$ cat src/hw/rtl/salc_pkg.sv
// Shared constants, codes and control types of the LRU cache model.
`default_nettype none
package salc_pkg;

   // field widths
   localparam int ACTION_W     = 2;
   localparam int ADDRESS_W    = 64;
   localparam int OUTCOME_W    = 2;
   localparam int TOTAL_W      = 32;
   localparam int STAMP_W      = 32;
   localparam int CSR_INDEX_W  = 2;
   localparam int CSR_DATA_W   = 6;
   localparam int SET_CFG_W    = 3;
   localparam int OFFSET_CFG_W = 6;
   localparam int WAYS_CFG_W   = 4;
   localparam int SBITS_W      = 4;   // effective set bits, up to 7
   localparam int SHIFT_W      = 7;   // offset + set bits, up to 70

   // action codes; anything but modify is a single lookup
   localparam logic [ACTION_W-1:0] ACT_MODIFY = 2'd2;

   // outcome codes
   localparam logic [OUTCOME_W-1:0] OUT_HIT   = 2'd0;
   localparam logic [OUTCOME_W-1:0] OUT_MISS  = 2'd1;
   localparam logic [OUTCOME_W-1:0] OUT_EVICT = 2'd2;

   // register indexes
   localparam logic [CSR_INDEX_W-1:0] CSR_SET_BITS    = 2'd0;
   localparam logic [CSR_INDEX_W-1:0] CSR_OFFSET_BITS = 2'd1;
   localparam logic [CSR_INDEX_W-1:0] CSR_WAYS        = 2'd2;

   // register reset values
   localparam logic [SET_CFG_W-1:0]    RST_SET_BITS    = 3'd4;
   localparam logic [OFFSET_CFG_W-1:0] RST_OFFSET_BITS = 6'd4;
   localparam logic [WAYS_CFG_W-1:0]   RST_WAYS        = 4'd1;

   typedef struct packed {
      logic clear;    // clear one row of valid bits
      logic accept;   // take request, start set read
      logic eval;     // register tag matches and ages
      logic commit;   // write back set, load first result
      logic second;   // load the second (hit) result of a modify
   } salc_cmd_type;

   typedef struct packed {
      logic clear_done;
      logic out_free;
      logic modify;
   } salc_sts_type;

endpackage
`default_nettype wire

$ cat src/hw/rtl/salc_ctrl.sv
// Sequencer: clear pass, then accept / evaluate / commit per request, plus a second result for modify.
`default_nettype none
module salc_ctrl (
   input  wire logic                   clock,
   input  wire logic                   reset,
   input  wire logic                   req_valid,
   output      logic                   req_ready,
   output      salc_pkg::salc_cmd_type ctl_cmd,
   input  wire salc_pkg::salc_sts_type ctl_sts
);
   import salc_pkg::*;

   typedef enum logic [4:0] {
      ST_CLEAR  = 5'b00001,
      ST_IDLE   = 5'b00010,
      ST_EVAL   = 5'b00100,
      ST_COMMIT = 5'b01000,
      ST_SECOND = 5'b10000
   } state_type;

   state_type state_ff;
   state_type state_in;

   always_comb begin
      state_in  = state_ff;
      ctl_cmd   = '0;
      req_ready = 1'b0;
      case (state_ff)
         ST_CLEAR: begin
            ctl_cmd.clear = 1'b1;
            if (ctl_sts.clear_done) begin
               state_in = ST_IDLE;
            end
         end
         ST_IDLE: begin
            req_ready = 1'b1;
            if (req_valid) begin
               ctl_cmd.accept = 1'b1;
               state_in       = ST_EVAL;
            end
         end
         ST_EVAL: begin
            ctl_cmd.eval = 1'b1;
            state_in     = ST_COMMIT;
         end
         ST_COMMIT: begin
            if (ctl_sts.out_free) begin
               ctl_cmd.commit = 1'b1;
               state_in       = ctl_sts.modify ? ST_SECOND : ST_IDLE;
            end
         end
         ST_SECOND: begin
            if (ctl_sts.out_free) begin
               ctl_cmd.second = 1'b1;
               state_in       = ST_IDLE;
            end
         end
         default: begin
            state_in = ST_CLEAR;
         end
      endcase
   end

   always_ff @(posedge clock) begin
      if (reset) begin
         state_ff <= ST_CLEAR;
      end else begin
         state_ff <= state_in;
      end
   end
endmodule
`default_nettype wire

$ cat config.mk
export PLATFORM = sky130hd
export DESIGN_NAME = salc_ctrl
export DESIGN_NICKNAME = d
export VERILOG_FILES = /design/src/hw/rtl/salc_pkg.sv /design/src/hw/rtl/salc_ctrl.sv
export SDC_FILE = /design/constraint.sdc
export NUM_CORES = 1
export LEC_CHECK = 0
export ABC_AREA = 0
export BUFFER_PORTS_ARGS = -buffer_cell sky130_fd_sc_hd__buf_4
export CELL_PAD_IN_SITES_DETAIL_PLACEMENT = 0
export CELL_PAD_IN_SITES_GLOBAL_PLACEMENT = 1
export CORE_AREA = 2 2 39 41
export DETAILED_ROUTE_END_ITERATION = 7
export DIE_AREA = 0 0 41 43
export MAX_ROUTING_LAYER = met4
export PLACE_DENSITY_LB_ADDON = 0.05
export SYNTH_ARGS = -nofsm -noshare
export SYNTH_HDL_FRONTEND = slang
export SYNTH_SLANG_ARGS = --single-unit
$ cat constraint.sdc
create_clock -name clock -period 1.6 [get_ports clock]
set_clock_uncertainty 0.1 [all_clocks]
set_input_delay 0.24 -clock clock [delete_from_list [all_inputs] [get_ports clock]]
set_output_delay 0.24 -clock clock [all_outputs]
set_load 0.005 [all_outputs]
==> impl_metrics.csv, run 1 <==
group,metric,value,unit
synth,synth_top_family_by_area,"simple AND/OR/NAND/NOR gates",
drt,met2_length,538,µm
floorplanning,start_util,0.2722,
floorplanning,die_h,43,µm
drt,wl_per_cell,12.93,µm
synth,synthTopCellsByArea,"dfxtp_1, nand2b_1, mux2i_1",
drt,antenna_left,0,
clocking,cts_tree,"built",
setup_path,ff2ff_setup_slack,-0.13,ns
floorplanning,dieWidth,41,µm
clocking,clk_path_buf_depth,2,
timing,finalSetupViolCount,7,
layout,largest_reg_flops,5,
status,status,"finished with violations",
layout,antenna_cells,0,
layout,final_util,0.4241,
flow_run,cap_violations,0,
clocking,clock_latency,0.25,ns
worst_hold_path,hold_end,"state_ff[2]$_SDFFE_PP0P_",
placement,port_buffers,11,
drt,avgViaCountPerCell,4.864,
layout,syn_to_final_growth,55.81,%
timing,hold_viol_final,0,
setup_path,reg2reg_to,"state_ff[0]$_SDFFE_PP1P_",
global_routing,grt_pass1_wl,1.690,mm
synth,synth_cells,44,
drt,dr.pass1.iters,3,
timing,slew_headroom,0.6373,
floorplanning,core,1384,µm²
timing,rsz0062_at_grt,"yes",
drt,drt-met1-wl,423,µm
global_routing,track_usage,0.1533,
worst_hold_path,worstHoldStart,"reset",
layout,largestRegisters,"state_ff (5)",
setup_path,cp_slowest_cell,"or3_4",
drt,routed_wl,1.047,mm
setup_path,r2r_start,"state_ff[2]$_SDFFE_PP0P_",
setup_path,path_class,"reg2out",
floorplanning,placementRows,14,
placement,place_area,508.0,µm²
global_routing,grt-ovfl-total,0,
layout,drive_above_1_share,0.5385,
timing,finalCriticalPeriod,1.778,ns
worst_hold_path,min_path_cells,2,
setup_path,required,1.26,ns
synth,ys_types,26,
clocking,htree_levels,1,
layout,fin_nets,72,
timing,tightest_slew,0.5390,ns
drt,wl_met3,76,µm
setup_path,path_cells,"or3_4 > nor3b_4 > and2_4 > buf_4",
synth,yosys.area_share.xor_xnor,0.02326,
timing,drv_slew,0,
synth,synth_top_area_frac,0.2658,
clocking,clkTransAtPathRegs,0.05,ns
floorplanning,num_io_pins,12,
synth,ys.warnings.count,0,
setup_path,reg2reg_depth,6,
synth,synthAdderAreaFrac,0,
power_and_ir_drop,p_leak,0.2422,nW
setup_path,path_max_fanout,3,
floorplanning,dieArea,1763,µm²
drt,drc,0,
setup_path,arrival,1.44,ns
drt,initialDrtViolationCount,3,
synth,synth_compound_area_frac,0.1130,
setup_path,end_kind,"primary output",
global_routing,grt_max_degree,9,
setup_path,worstSetupStartpointType,"flop",
layout,top_register,"state_ff",
clocking,clkSinkCount,5,
clocking,cts_root_buffer,"clkbuf_4",
drt,highest_layer,"met4",
synth,syn_area,376.6,µm²
synth,synthMuxAreaShare,0.08306,
timing,fin_ws,-0.1783,ns
synth,synthSimpleGateAreaFrac,0.4518,
placement,pre_cts_ws,0.04867,ns
setup_path,max_stage_delay,0.42,ns
timing,finalCritPeriodShare,1.111,
synth,avgSynthCellArea,8.559,µm²
worst_hold_path,min_path_type,"in2reg",
timing,max_freq,0.5623,GHz
power_and_ir_drop,power_density,1153,nW/µm²
status,violations,"negative setup slack",
global_routing,grt_pass1_vias,385,
drt,vias,394,
synth,synthesis.nets,50,
synth,ys_seq_area_frac,0.2658,
synth,yosys_register_bits,5,
power_and_ir_drop,ir_worst_vdd,0.0005545,V
layout,final_cell_area,586.8,µm²
placement,dpl.hpwl,773.5,µm
global_routing,antenna_found_initial,0,
clocking,cts_made_buffers,3,
placement,finalWeightedCongestion,0.7243,
synth,yosys.area.top_type,"dfxtp_1",
-- layout make-up --
type / count / area [µm²]
Timing Repair Buffer: 19 / 146.4
Clock inverter: 1 / 5.005
Multi-Input combinational cell: 35 / 284.0
Tap cell: 16 / 20.02
Clock buffer: 3 / 22.52
Fill cell: 155 / 797.0
Inverter: 2 / 7.507
Sequential cell: 5 / 101.3
-- metal layers --
layer	vias to the layer above	GRT usage
met5	-	-
met4	0	0.04000
met3	2	0.09424
met2	15	0.2188
met1	178	0.1768
li1	199	-
-- repair_timing --
item | CTS | global route
hold endpoints to repair | 0 | 0
hold buffers | 0 | 0
resized for setup | 2 | 7
pin swaps | 4 | 1
setup buffers | 3 | 0
endpoints found under the setup margin | 5 | 9
-- stage by stage --
stage	TNS, ns	std cells	hold WS (ns)	total power [mW]
3_5_place_dp	0	75	0.3542	0.4581
5_1_grt	-1.096	81	0.09385	0.7380
6_report	-0.5796	81	0.09238	0.6765
4_1_cts	-0.8970	82	0.08516	0.6585
2_1_floorplan	0	44	0.2116	0.3294
3_3_place_gp	0	75	0.3516	0.4535
-- worst max-delay path by stage --
stage                                        start                  endpoint  slack [ns]
after floorplan           state_ff[4]$_SDFFE_PP0P_  state_ff[0]$_SDFFE_PP1P_       0.004
after global routing      state_ff[2]$_SDFFE_PP0P_                ctl_cmd[3]       -0.24
after detailed placement  state_ff[2]$_SDFFE_PP0P_                ctl_cmd[3]        0.05
after CTS                 state_ff[2]$_SDFFE_PP0P_                ctl_cmd[3]       -0.21
final                     state_ff[2]$_SDFFE_PP0P_                ctl_cmd[3]       -0.18
after global placement    state_ff[2]$_SDFFE_PP0P_                ctl_cmd[3]        0.07
-- cell families after synthesis --
family                    after synthesis
AOI/OAI and AO/OA                       6
xor gates and xnor gates                1
buffers and inverters                   4
DFF                                     5
muxes                                   3
and+or+nand+nor                        25
-- Yosys cell counts, drive strengths merged --
library cell / instances
nor2b: 2
o21ai: 1
nand2b: 4
or3: 3
nor4: 2
a21boi: 1
inv: 2
a211oi: 2
nand2: 2
or2: 1
dfxtp: 5
mux2i: 2
buf: 2
o21a: 1
o211ai: 1
nor3b: 2
mux2: 1
nor2: 4
and2: 1
nor3: 2
nand3: 1
xnor2: 1
nor4b: 1
-- worst max-delay path, delay by kind of cell (launching register included) --
family / cells / cell delay, ns
buffers and inverters: 1 / 0.10
DFF: 1 / 0.31
and+or+nand+nor: 3 / 0.80
-- placed cells by master (no fill, tap or decap) --
cell,n
buf_4,18
nand2b_1,4
nor2_1,4
dfxtp_1,4
clkbuf_4,3
or3_4,2
nand2_1,2
inv_1,2
mux2i_1,2
nor3_1,2
nor3b_2,1
nor3b_4,1
or2_4,1
nor4_2,1
and2_4,1
nor2b_2,1
nand3_1,1
nor4b_2,1
xnor2_1,1
nor4_1,1
a211oi_4,1
a21boi_1,1
nor2b_1,1
mux2_2,1
o21ai_0,1
o211ai_1,1
o21a_1,1
a211oi_1,1
or3_1,1
clkinv_2,1
buf_6,1
dfxtp_2,1
-- where the power goes --
group	switching, mW	internal (mW)
logic	0.139	0.216
registers	0.0200	0.151
clock network	0.0591	0.0908
total	0.218	0.458
(Power assumes the default switching activity.)
==> run 2: changes to the inputs <==
--- a/config.mk
+++ b/config.mk
@@ -9,9 +9,9 @@
 export BUFFER_PORTS_ARGS = -buffer_cell sky130_fd_sc_hd__buf_4
 export CELL_PAD_IN_SITES_DETAIL_PLACEMENT = 0
 export CELL_PAD_IN_SITES_GLOBAL_PLACEMENT = 1
-export CORE_AREA = 2 2 39 41
+export CORE_AREA = 3 3 40 42
 export DETAILED_ROUTE_END_ITERATION = 7
-export DIE_AREA = 0 0 41 43
+export DIE_AREA = 0 0 43 45
 export MAX_ROUTING_LAYER = met4
 export PLACE_DENSITY_LB_ADDON = 0.05
 export SYNTH_ARGS = -nofsm -noshare
==> impl_metrics.csv, run 2 (synthesized netlist as in run 1, its figures left out) <==
group,metric,value,unit
floorplanning,placementRows,13,
drt,wl_per_cell,12.85,µm
layout,final_cell_mix,"buf_4, buf_6, nand2b_1, dfxtp_1, clkbuf_4",
setup_path,path_cells,"or3_4 > nor3b_4 > and2_4 > buf_6",
setup_path,critPathBufInv,1,
global_routing,grt_pass1_wl,1.690,mm
placement,finalWeightedCongestion,0.7461,
placement,port_buffers,11,
clocking,clkTransAtPathRegs,0.05,ns
setup_path,critPathLaunch,"state_ff[2]$_SDFFE_PP0P_",
setup_path,crit_cells,4,
status,status,"finished with violations",
clocking,clkSinkCount,5,
timing,max_freq,0.5619,GHz
setup_path,end_kind,"primary output",
timing,finalCriticalPeriod,1.780,ns
floorplanning,core,1285,µm²
clocking,cts_tree,"built",
layout,n_fill_cell,142,
timing,finalSetupViolCount,8,
setup_path,required,1.26,ns
worst_hold_path,min_path_cells,2,
placement,place_area,506.7,µm²
clocking,postCtsHoldBufs,0,
power_and_ir_drop,ir_worst_vdd,0.0004915,V
setup_path,worstSetupStartpointType,"flop",
setup_path,reg2reg_depth,6,
timing,slew_headroom,0.6426,
setup_path,path_max_fanout,3,
layout,top_register,"state_ff",
clocking,clk_path_buf_depth,2,
status,violations,"negative setup slack",
setup_path,ff2ff_setup_slack,-0.16,ns
flow_run,cap_violations,0,
drt,avgViaCountPerCell,4.878,
layout,drive_above_1_share,0.5672,
floorplanning,dieArea,1935,µm²
global_routing,track_usage,0.1244,
clocking,cts_made_buffers,3,
floorplanning,start_util,0.2931,
timing,fin_setup_tns,-0.9358,ns
timing,hold_viol_final,0,
layout,final_common_cell,"buf_4",
floorplanning,die_h,45,µm
floorplanning,dieWidth,43,µm
timing,fin_ws,-0.1797,ns
floorplanning,num_io_pins,12,
layout,final_util,0.4917,
layout,syn_to_final_growth,67.77,%
worst_hold_path,min_path_type,"in2reg",
timing,drv_slew,0,
global_routing,grt_max_degree,9,
drt,initialDrtViolationCount,5,
clocking,cts_root_buffer,"clkbuf_4",
layout,largestRegisters,"state_ff (5)",
power_and_ir_drop,p_leak,0.2628,nW
drt,drc,0,
global_routing,grt-ovfl-total,0,
global_routing,antenna_found_initial,0,
drt,antenna_left,0,
global_routing,grt_pass1_vias,428,
clocking,clock_latency,0.25,ns
layout,largest_reg_flops,5,
setup_path,cp_slowest_cell,"or3_4",
timing,tightest_slew,0.5312,ns
drt,vias,400,
setup_path,arrival,1.44,ns
setup_path,r2r_start,"state_ff[2]$_SDFFE_PP0P_",
setup_path,crit_family,"simple AND/OR/NAND/NOR gates",
setup_path,path_class,"reg2out",
power_and_ir_drop,power_density,1107,nW/µm²
drt,dr.pass1.iters,2,
clocking,htree_levels,1,
timing,finalCritPeriodShare,1.112,
layout,final_cell_area,631.9,µm²
drt,routed_wl,1.054,mm
placement,dpl.hpwl,740.2,µm
layout,antenna_cells,0,
timing,rsz0062_at_grt,"yes",
setup_path,max_stage_delay,0.42,ns
layout,fin_nets,74,
worst_hold_path,worstHoldStart,"reset",
[run 2: power breakdown]
group | switching, mW | internal [mW]
combinational | 0.156 | 0.224
sequential | 0.0183 | 0.149
clock | 0.0614 | 0.0910
total | 0.236 | 0.464
[run 2: timing repair]
item / in CTS / in global routing
endpoints found under the setup margin: 5 / 9
resized for setup: 4 / 12
pin swaps: 5 / 5
buffers inserted: 3 / 2
[run 2: worst paths after layout]
| check | endpoint |
|---|---|
| max | ctl_cmd[3] |
| min | state_ff[2]$_SDFFE_PP0P_ |
| max reg2reg | state_ff[4]$_SDFFE_PP0P_ |
| min reg2reg | state_ff[1]$_SDFFE_PP0P_ |
[run 2: per-layer routing]
metal | share of wire | global-route usage | vias up | wire [µm]
met3 | 0.068 | 0.05179 | 2 | 72
met4 | 0.0095 | 0.05422 | 0 | 10
met5 | 0 | - | - | 0
met1 | 0.38 | 0.1084 | 183 | 399
li1 | - | - | 202 | -
met2 | 0.54 | 0.2335 | 13 | 571
[run 2: cell type report]
cell class | count | area, µm² | area share
multi-input cells | 35 | 300.3 | 0.4752
repair buffers | 21 | 176.4 | 0.2792
flip-flops and latches | 5 | 101.3 | 0.1604
clock buffers | 3 | 22.52 | 0.03564
well taps | 15 | 18.77 | 0.02970
inverters | 2 | 7.507 | 0.01188
clock inverters | 1 | 5.005 | 0.007921
[run 2: per-stage QoR]
| step | hold WS, ns | power [mW] | cells | setup WS, ns |
|---|---|---|---|---|
| floorplan | 0.2116 | 0.3294 | 44 | 0.003544 |
| global placement | 0.3459 | 0.4509 | 74 | 0.06794 |
| detailed placement | 0.3479 | 0.4573 | 74 | 0.02642 |
| CTS | 0.08007 | 0.6514 | 81 | -0.1977 |
| global route | 0.07643 | 0.7456 | 82 | -0.2354 |
| finish | 0.08143 | 0.6996 | 82 | -0.1797 |
